===== src/rtl/cci_udiv.sv =====
module cci_udiv #(
	parameter int NW = 47,
	parameter int DW = 30,
	parameter int QW = 18
) (
	input  logic          clk,
	input  logic [QW-1:0] en,
	input  logic [NW-1:0] num,
	input  logic [DW-1:0] den,
	output logic [QW-1:0] quot
);

	localparam int LW = (NW > DW + QW) ? NW : DW + QW;

	logic [NW-1:0] rem_s [QW];
	logic [DW-1:0] den_s [QW];
	logic [QW-1:0] quot_s [QW];

	// One restoring step per stage, most significant quotient bit first.
	for (genvar j = 0; j < QW; j++) begin : g_step
		logic [NW-1:0] rem_in;
		logic [DW-1:0] den_in;
		logic [QW-1:0] quot_in;
		logic [LW-1:0] shifted, diff;
		logic          ge;

		if (j == 0) begin : g_first
			assign rem_in  = num;
			assign den_in  = den;
			assign quot_in = '0;
		end else begin : g_next
			assign rem_in  = rem_s[j-1];
			assign den_in  = den_s[j-1];
			assign quot_in = quot_s[j-1];
		end

		assign shifted = LW'(den_in) << (QW - 1 - j);
		assign ge      = LW'(rem_in) >= shifted;
		assign diff    = LW'(rem_in) - shifted;

		always_ff @(posedge clk) begin
			if (en[j]) begin
				rem_s[j]  <= ge ? diff[NW-1:0] : rem_in;
				den_s[j]  <= den_in;
				quot_s[j] <= quot_in | (QW'(ge) << (QW - 1 - j));
			end
		end
	end

	assign quot = quot_s[QW-1];

endmodule


===== config.mk =====
export PLATFORM = sky130hd
export DESIGN_NAME = cci_udiv
export DESIGN_NICKNAME = d
export VERILOG_FILES = /design/src/rtl/cci_udiv.sv
export SDC_FILE = /design/constraint.sdc
export NUM_CORES = 2
export LEC_CHECK = 0
export BUFFER_PORTS_ARGS = -buffer_cell sky130_fd_sc_hd__buf_2
export CELL_PAD_IN_SITES_DETAIL_PLACEMENT = 1
export CELL_PAD_IN_SITES_GLOBAL_PLACEMENT = 2
export CORE_MARGIN = 8
export CORE_UTILIZATION = 44
export DETAILED_ROUTE_END_ITERATION = 8
export PLACE_DENSITY_LB_ADDON = 0.15
export SLEW_MARGIN = 40
export SYNTH_ARGS = -nofsm -noshare
export SYNTH_HDL_FRONTEND = slang
export SYNTH_SLANG_ARGS = --single-unit

===== constraint.sdc =====
create_clock -name clk -period 4.85 [get_ports clk]
set_input_delay 0.97 -clock clk [delete_from_list [all_inputs] [get_ports clk]]
set_output_delay 0.97 -clock clk [all_outputs]
set_load 0.01 [all_outputs]

==> impl_metrics.py <==
metrics = {
    "worst_setup_path": {
        "crit_chain": "inv_1, ha_1, inv_1, fa_1, a211oi_1, nor2_1, o31ai_1, a31oi_1, a211o_1, a21oi_1, o21ai_4, buf_4, and4b_1, nor3_1",
        "cpMostUsedCell": "inv_1",
        "critPathMaxFanout": 50,
        "critPathArrivalTime_ps": 5090,
        "critPathSlowestCell": "a21oi_1",
        "reg2reg_from": "rem_s[13][3]$_DFFE_PP_",
        "start_kind": "flip-flop",
        "startpoint": "rem_s[13][3]$_DFFE_PP_",
        "max_stage_delay_ps": 480,
        "end_kind": "flip-flop",
        "crit_type": "reg2reg",
        "critPathTopFamily": "compound AO/OA/AOI/OAI gates",
        "crit_buf_inv": 3,
        "required_ps": 5480,
    },
    "logic_synthesis": {
        "syn_area_um2": 82100,
        "synth.top_cell.area_share": 0.541,
        "yosysWarnings": 0,
        "ys_ff_latch": 1480,
        "postSynthAreaPerCell_um2": 11.1,
        "synth_cell_types": 101,
        "synth_top_area_cell": "edfxtp_1",
        "synthArstFlopShare": 0,
        "synth_fp_nets": 8022,
        "synth_edf_count": 1480,
        "ys.flop_type": "edfxtp_1",
        "yosysSeqAreaShare": 0.541,
        "syn_inst": 7369,
        "synth_area_leaders": "edfxtp_1 54%, ha_1 8.2%, a21oi_1 4.1%, xnor2_1 3.4%, inv_1 3.2%",
    },
    "layout": {
        "nets": 8207,
        "layout_common_cells": "1,480 x edfxtp_1, 698 x inv_1, 678 x a21oi_1",
        "layout-drive-gt1-share": 0.0820,
        "n_fill_cell": 19800,
        "stdcell_count": 10200,
        "final_common_cell": "edfxtp_1",
        "syn_to_final_growth_pct": 11.5,
        "fin_util": 0.494,
    },
    "floorplan": {
        "rows": 158,
        "dieWidth_um": 448,
        "io_pins": 114,
        "floorplan.initialDensity": 0.443,
        "dieArea_um2": 201000,
        "fp.dieH_um": 448,
        "core-area_um2": 185000,
    },
    "global_routing": {
        "grt.overflow.total": 0,
        "antenna_found_initial": 3,
        "grt.met3_usage": 0.0257,
        "grt_pass1_vias": 59800,
        "grt_pass1_wl_um": 347000,
        "grt_use_met1": 0.256,
        "grt_max_degree": 94,
        "busiest_layer": "met2",
        "grt_usage": 0.219,
        "globalRouteMet2Util": 0.414,
    },
    "power_and_ir_drop": {
        "power_leakage_uw": 0.0364,
        "p_per_area_nw_per_um2": 607,
        "ir_drop_mv": 0.380,
    },
    "sta": {
        "rsz0062_at_grt": "no",
        "fin_crit_ps": 4460,
        "tightestPinTransition_ps": 850,
        "hold_viol_final": 0,
        "whs_ps": 365,
        "fin_worst_skew_ps": 28.2,
        "slew_headroom": 0.433,
        "tns_ps": 0,
        "fin_crit_sh": 0.919,
        "setup_violations": 0,
        "slew_violations": 0,
        "max_clock_freq_ghz": 0.224,
        "fin_ws_ps": 393,
    },
    "detailed_routing": {
        "ant_nets": 0,
        "wl_um": 223000,
        "first_pass_iters": 5,
        "drt_iter0_drc": 2981,
        "vias": 56500,
        "vias_per_cell": 5.56,
        "wl_per_cell_um": 21.9,
        "drcViolationCount": 0,
    },
    "clock_tree": {
        "cts_resized": 0,
        "cts_sinks": 1480,
        "clock-root-buffer": "clkbuf_16",
        "htree_levels": 4,
        "cts_made_buffers": 169,
        "clkTransAtPathRegs_ps": 60,
        "cts_hold_buffers": 0,
        "cts_buffer_depth": 3,
        "cts_tree": "done",
        "post_cts_buffers": 0,
        "clock_latency_ps": 810,
    },
    "place": {
        "dpl.hpwl_um": 176000,
        "dp.cells": 9863,
        "place_ws_ps": 175,
        "io_buffers": 113,
        "gp_congestion": 0.926,
    },
    "worst_hold_path": {
        "min-delay-path-class": "in2reg",
        "min_from": "den[6]",
    },
    "run": {
        "drv_cap": 0,
    },
    "outcome": {
        "status": "complete, no violations",
    },
}
-- worst paths after layout --
kind	endpoint	slack, ps	cells past startpoint
max reg2reg	rem_s[14][14]$_DFFE_PP_	390	14
min reg2reg	quot_s[15][6]$_DFFE_PP_	420	0
max	rem_s[14][14]$_DFFE_PP_	390	14
min	den_s[0][6]$_DFFE_PP_	370	1
-- worst register-to-register path, stage by stage, from the launching register on --
cell and delay (ps):
edfxtp_1 410, inv_1 80, ha_1 170, inv_1 60
fa_1 430, a211oi_1 280, nor2_1 110, o31ai_1 430
a31oi_1 380, a211o_1 450, a21oi_1 480, o21ai_4 190
buf_4 330, and4b_1 340, nor3_1 160
-- cell families (layout without fill, tap and decap cells) --
kind of cell | after synthesis | after routing | share of synthesized area
AOI/OAI and AO/OA | 1952 | 1952 | 0.148
and+or+nand+nor | 1838 | 1838 | 0.110
DFF | 1480 | 1480 | 0.541
buffers and inverters | 889 | 1204 | 0.0419
adders and majority gates | 557 | 557 | 0.0865
xor gates and xnor gates | 553 | 553 | 0.0590
muxes | 100 | 100 | 0.0136
other | 0 | 2 | 0
-- report_power, final --
part           switching, µW  internal (µW)
registers               2220          18300
logic                  12900           9320
clock network           5270           7580
-- layer usage --
metal | wire, µm | part of all wire
met1 | 91200 | 0.41
met3 | 5960 | 0.027
met2 | 118000 | 0.53
met5 | 13 | 0.000058
met4 | 7960 | 0.036
-- flip-flops by register name (all words and copies together), names as in the netlist --
register  cells
rem_s       799
den_s       510
quot_s      171
-- per-stage QoR --
step / area, µm² / power (µW)
after floorplan: 82100 / 36100
after global placement: 86000 / 42500
after detailed placement: 86000 / 43000
after CTS: 91600 / 56100
after global routing: 91600 / 59200
final: 91600 / 55600
-- cell usage after synthesis (24+ instances only) --
library cell and number:
edfxtp_1 1480, inv_1 698, a21oi_1 678, ha_1 540, nor2_1 530, nand2_1 470
o21ai_0 431, xnor2_1 315, a21o_1 288, xor2_1 238, nand3_1 133, clkbuf_1 129
nor3_1 126, nand4_1 103, mux2_2 93, nand2b_1 80, nor4_1 70, nor2b_1 65
o21a_1 64, a31oi_1 60, and3_1 59, o21bai_1 57, a211oi_1 50, o31ai_1 49
buf_2 37, or3_1 37, o211ai_1 27, a21boi_0 26, o31a_1 26, and2_1 24
or4_1 24
-- layout make-up --
type                            count  area [µm²]  area share
Antenna cell                        2        5.00   0.0000547
Clock buffer                      191        4440      0.0485
Clock inverter                    110        1110      0.0121
Inverter                          700        2630      0.0287
Multi-Input combinational cell   5000       34300       0.375
Sequential cell                  1480       44400       0.485
Tap cell                         2480        3100      0.0339
Timing Repair Buffer              203        1500      0.0164
Power figures use the tool's default switching activity.
