==> config.mk <==
export PLATFORM = sky130hd
export DESIGN_NAME = cci_post
export DESIGN_NICKNAME = d
export VERILOG_FILES = /design/src/rtl/cci_pkg.sv /design/src/rtl/cci_post.sv
export SDC_FILE = /design/constraint.sdc
export NUM_CORES = 2
export LEC_CHECK = 0
export BUFFER_PORTS_ARGS = -buffer_cell sky130_fd_sc_hd__buf_2
export CAP_MARGIN = 10
export CORE_MARGIN = 5
export CORE_UTILIZATION = 45
export DETAILED_ROUTE_END_ITERATION = 10
export MAX_ROUTING_LAYER = met4
export PLACE_DENSITY = 0.75
export RECOVER_POWER = 100
export SLEW_MARGIN = 0
export SYNTH_ARGS = -nofsm -noshare
export SYNTH_HDL_FRONTEND = slang
export SYNTH_SLANG_ARGS = --single-unit
==> constraint.sdc <==
create_clock -name clk -period 7.55 [get_ports clk]
set_clock_uncertainty 0.1 [all_clocks]
set_input_delay 1.51 -clock clk [delete_from_list [all_inputs] [get_ports clk]]
set_output_delay 1.51 -clock clk [all_outputs]
set_load 0.03 [all_outputs]
==> src/rtl/cci_pkg.sv <==
package cci_pkg;

	// Register indexes on the configuration port.
	localparam logic [1:0] REG_CONTACT_DIST = 2'd0;
	localparam logic [1:0] REG_PUCK_MASS    = 2'd1;
	localparam logic [1:0] REG_STRIKER_MASS = 2'd2;

	// Reset values of the registers.
	localparam logic [14:0] CONTACT_DIST_RST = 15'd256;
	localparam logic [15:0] PUCK_MASS_RST    = 16'd256;
	localparam logic [15:0] STRIKER_MASS_RST = 16'd256;

	// Pipeline shape: geometry stages, divider steps, post stages.
	localparam int GEO_STAGES  = 5;
	localparam int DIV_STEPS   = 18;
	localparam int POST_STAGES = 2;
	localparam int NUM_STAGES  = GEO_STAGES + DIV_STEPS + POST_STAGES;

	// Divider widths: projection numerator over squared distance, and mass ratio.
	localparam int Q_NW  = 47;
	localparam int D2_W  = 30;
	localparam int F_NW  = 33;
	localparam int F_DW  = 17;

	typedef struct packed {
		logic signed [15:0] puck_x;
		logic signed [15:0] puck_z;
		logic signed [15:0] puck_vx;
		logic signed [15:0] puck_vz;
		logic signed [15:0] striker_x;
		logic signed [15:0] striker_z;
		logic signed [15:0] striker_vx;
		logic signed [15:0] striker_vz;
	} in_item_t;

	typedef struct packed {
		logic signed [15:0] new_vx;
		logic signed [15:0] new_vz;
		logic               contact;
		logic               clipped;
	} out_item_t;

	// Geometry front end result, handed to the dividers.
	typedef struct packed {
		logic [Q_NW-1:0]    mag_x;
		logic [Q_NW-1:0]    mag_z;
		logic               neg_x;
		logic               neg_z;
		logic [D2_W-1:0]    d2;
		logic               hit;
		logic signed [15:0] pvx;
		logic signed [15:0] pvz;
		logic [F_NW-1:0]    fnum;
		logic [F_DW-1:0]    ftot;
	} geo_t;

	// Side information that travels next to the dividers.
	typedef struct packed {
		logic               neg_x;
		logic               neg_z;
		logic               hit;
		logic               tot_zero;
		logic signed [15:0] pvx;
		logic signed [15:0] pvz;
	} side_t;

endpackage

==> src/rtl/cci_post.sv <==
module cci_post import cci_pkg::*; (
	input  logic                   clk,
	input  logic [POST_STAGES-1:0] en,
	input  logic [DIV_STEPS-1:0]   qx,
	input  logic [DIV_STEPS-1:0]   qz,
	input  logic [DIV_STEPS-1:0]   f,
	input  side_t                  side,
	output out_item_t              result
);

	logic [DIV_STEPS-1:0]   fe;
	logic [2*DIV_STEPS-1:0] prodx, prodz;
	logic [19:0]            dlx_s1, dlz_s1;
	side_t                  side_s1;
	logic signed [21:0]     nvx, nvz;
	logic                   hix, lox, hiz, loz;
	out_item_t              res_s2;

	// Stage 1: scale the projections by the mass ratio in Q1.17.
	assign fe    = side.tot_zero ? '0 : f;
	assign prodx = qx * fe;
	assign prodz = qz * fe;

	always_ff @(posedge clk) begin
		if (en[0]) begin
			dlx_s1  <= prodx[35:16];
			dlz_s1  <= prodz[35:16];
			side_s1 <= side;
		end
	end

	// Stage 2: subtract the signed delta and saturate.
	assign nvx = side_s1.neg_x ? ($signed({{6{side_s1.pvx[15]}}, side_s1.pvx}) + $signed({2'b00, dlx_s1}))
	                           : ($signed({{6{side_s1.pvx[15]}}, side_s1.pvx}) - $signed({2'b00, dlx_s1}));
	assign nvz = side_s1.neg_z ? ($signed({{6{side_s1.pvz[15]}}, side_s1.pvz}) + $signed({2'b00, dlz_s1}))
	                           : ($signed({{6{side_s1.pvz[15]}}, side_s1.pvz}) - $signed({2'b00, dlz_s1}));
	assign hix = nvx > 22'sd32767;
	assign lox = nvx < -22'sd32768;
	assign hiz = nvz > 22'sd32767;
	assign loz = nvz < -22'sd32768;

	always_ff @(posedge clk) begin
		if (en[1]) begin
			if (side_s1.hit) begin
				res_s2.new_vx  <= hix ? 16'sh7FFF : (lox ? 16'sh8000 : nvx[15:0]);
				res_s2.new_vz  <= hiz ? 16'sh7FFF : (loz ? 16'sh8000 : nvz[15:0]);
				res_s2.contact <= 1'b1;
				res_s2.clipped <= hix | lox | hiz | loz;
			end else begin
				res_s2.new_vx  <= side_s1.pvx;
				res_s2.new_vz  <= side_s1.pvz;
				res_s2.contact <= 1'b0;
				res_s2.clipped <= 1'b0;
			end
		end
	end

	assign result = res_s2;

endmodule

==> summary.md <==
| Metric | Value |
|---|---|
| Power density over the cells | ~280 mW/mm² |
| Crit path DAT | 7330 ps |
| Reg2Reg Depth | 18 |
| Least-Margin Pin Slew | ~3400 ps |
| Max Root-Sink Buffers | 2 |
| Critical Path RT | 7560 ps |
| Status | finished, violations left |
| Hold Worst Slack | around 500 ps |
| Number of vias per cell | 5.18 |
| Initial DRT Pass Iterations | 6 |
| IO Count | between 100 and 150 |
| ANT nets after route | 0 |
| Commonest register cell after synthesis | edfxtp_1 |
| Hold buffers post-CTS | 0 |
| Core area | roughly 0.059 mm² |
| Initial Utilization | 0.456 |
| CTS tree | built |
| CP peak stage delay | about 590 ps |
| Cell Int Power | between 4000 and 5000 µW |
| DP HPWL | ~55000 µm |
| YS warnings | 0 |
| Routed len/inst | roughly 16 µm |
| Pleak | 0.0150 µW |
| Via total after detailed routing | 20400 |
| Max-cap violations | 3 |
| Mean Syn Cell Area | ~9.1 µm² |
| Clock sinks | about 110 |
| Total net switching power | about 4000 µW |
| Die area | roughly 0.065 mm² |
| Area delta synth->final | 11.4% |
| Comb power frac | 0.801 |
| Layout Nets | around 4000 |
| Row count | 89 |
| Clock share of power | 0.058 |
| DIE WIDTH | around 250 µm |
| Commonest cells in the netlist | inv_1 (630), fa_1 (510), nand2_1 (412), and2_1 (275), ha_1 (258) |
| Clk_lat worst skew | 360 ps |
| Failing checks | capacitance limit, slew limit |
| Initial antenna violation count | 7 |
| RR Startpoint | dlz_s1[0]$_DFFE_PP_ |
| CP Max Fanout | 16 |
| Net Count, Synth | roughly 3800 |
| Sequential power share | 0.141 |
| Post-synthesis async set-or-reset flop share | 0 |
| RSZ-0062 raised after global routing | false |
| All-Layer GR Usage | 0.208 |
| Hold Crit Start | side_s1[4]$_DFFE_PP_ |
| Worst Hold End | result[6]$_DFFE_PP_ |
| Pin count of the biggest net entering global routing | 64 |
| Worst r2r dst | result[10]$_DFFE_PP_ |
| Slowest CP cell | fa_1 |
| Slew margin rel. | -1.27 |
| WS Path Type | input pin to flop |
| Fin crit period | approximately 7300 ps |
| Switching share of power | 0.470 |
| Crit start category | input pin |
| Max-slew violations | 150 |
| R2r setup slk | around 2200 ps |
| Final hold viol count | 0 |
| GRT Residual Overflow | 0 |
| Mapped cell area | roughly 0.027 mm² |
| Number of global-route vias before repair | between 20000 and 25000 |
| Final WL | 64400 µm |
| Buf/Inv on CP | 7 |
| RD Place Congestion | 0.912 |
| Post-synth EDFFs | between 100 and 150 |
| Critical path capture point type | flop |
| Top cells by area, synth | fa_1 (38%), edfxtp_1 (12%), ha_1 (12%), inv_1 (8.8%), and2_1 (6.4%) |
| Residual DRC | 0 |
| Achievable frequency | approximately 0.14 GHz |
| First-pass GRT wire length | 107000 µm |
| Crit share post-route | 0.970 |
| Sequential area share after synthesis | 0.121 |
| Distinct cells, synth | between 70 and 80 |
| Die Y | between 200 and 300 µm |
| Filler cells | approximately 5300 |
| Largest delay contributor family on the critical path | adder cells |
| Worst hold path cell count | 1 |
| Port bufs | about 130 |
| Initial DRC Count | between 1000 and 1500 |
| Worst hold path type | flop to flop |
| CTS Buf Count | 9 |
| Synth top area share | 0.378 |
| Final core utilization | 0.508 |
| Count leader, synth | inv_1 |
| Most used cell, CP | fa_1 |
| CTS root buf | clkbuf_16 |
| Register area | 0.00327 mm² |
| Multi-input gate area | approximately 0.021 mm² |
| Worst-path clk slew | 70 ps |
| Final setup violation count | 0 |
| Flops & latches, synth | ~110 |
| Synth area leader | fa_1 |
| H-tree depth | 3 |
| Peak supply drop | 0.266 mV |
| Layout cells sized above 1 | 0.102 |
| Cell count after synthesis | approximately 3000 |
## through the flow
stage | cell area [µm²] | worst slack [ps] | power [µW] | TNS, ps | instances
2_1_floorplan | 27000 | 3.09 | 5730 | 0 | 2966
3_3_place_gp | 29800 | -259 | 7780 | -2280 | 3913
3_5_place_dp | 29800 | -343 | 7930 | -3840 | 3913
4_1_cts | 30100 | 14.1 | 8480 | 0 | 3927
5_1_grt | 30100 | 3.63 | 9470 | 0 | 3932
6_report | 30100 | 229 | 8460 | 0 | 3933
## logic make-up after synthesis
kind of cell / count (synthesis) / synth area share
AND/OR/NAND/NOR: 937 / 0.170
adder cells (fa/ha/maj): 768 / 0.498
buffers and inverters: 764 / 0.107
AO/OA/AOI/OAI: 284 / 0.0709
flip-flops: 109 / 0.121
XOR/XNOR: 102 / 0.0331
multiplexers: 2 / 0.000834
## power groups by stage
| stage | Sequential [µW] | Combinational [µW] | Clock (µW) |
|---|---|---|---|
| global placement | 1200 | 6580 | 0 |
| global route | 1210 | 7730 | 526 |
| floorplan | 1240 | 4500 | 0 |
| detailed placement | 1200 | 6730 | 0 |
| finish | 1190 | 6780 | 493 |
| CTS | 1190 | 6790 | 504 |
## cells in the final DEF, fill, tap and decap left out, drive strengths merged, types with 20 or more instances in the layout
cell,n
inv,630
fa,510
nand2,413
and2,277
buf,264
ha,258
edfxtp,109
nor2,96
a21oi,79
xor2,57
clkbuf,54
o21ai,52
xnor2,45
nor3,43
nor2b,26
a21o,22
nand3,20
## flip-flops by register name, summed over array words and instances (netlist names)
signal	cells
result	34
dlx_s1	20
side_s1	35
dlz_s1	20
## worst max path at each step
stage | start | slack (ps) | to | depth (start not counted)
floorplan | f[3] | 3 | dlx_s1[19]$_DFFE_PP_ | 21
global placement | side[32] | -260 | dlx_s1[19]$_DFFE_PP_ | 23
detailed placement | side[32] | -340 | dlx_s1[19]$_DFFE_PP_ | 23
CTS | side[32] | 10 | dlx_s1[19]$_DFFE_PP_ | 23
global route | f[3] | 4 | dlz_s1[19]$_DFFE_PP_ | 24
finish | side[32] | 230 | dlx_s1[19]$_DFFE_PP_ | 25
## per-layer routing
| metal | up-vias | part of all wire | global-route usage |
|---|---|---|---|
| met5 | - | 0 | - |
| met4 | 0 | 0.017 | 0.0432 |
| met3 | 84 | 0.081 | 0.0365 |
| met2 | 700 | 0.45 | 0.316 |
| met1 | 10100 | 0.45 | 0.298 |
| li1 | 9506 | - | - |
## worst reg2reg max path, stage by stage, from the launching register on
cell and delay [ps]:
edfxtp_1 510, inv_1 100, ha_1 190, nand2_1 60
nor3_1 280, nand2_1 90, nor2_1 290, a21oi_1 140
xnor2_1 170, ha_1 380, a211o_1 320, a311oi_1 330
nor2_1 140, a211oi_1 430, o41ai_1 120, or4_1 520
o41ai_1 120, nand2_1 390, o22a_1 410
## final cells by class
cell class,instances,area share
Multi-Input combinational cell,2093,0.696
Sequential cell,109,0.109
Inverter,630,0.0786
Timing Repair Buffer,308,0.0743
Tap cell,773,0.0322
Clock buffer,10,0.00761
Clock inverter,4,0.00250
Antenna cell,6,0.000499
## repair_timing
| item | 4_1_cts | 5_1_grt |
|---|---|---|
| gates resized for setup | 0 | 11 |
| setup buffers | 0 | 0 |
| setup endpoints to repair | 0 | 20 |
Power figures use the tool's default switching activity.
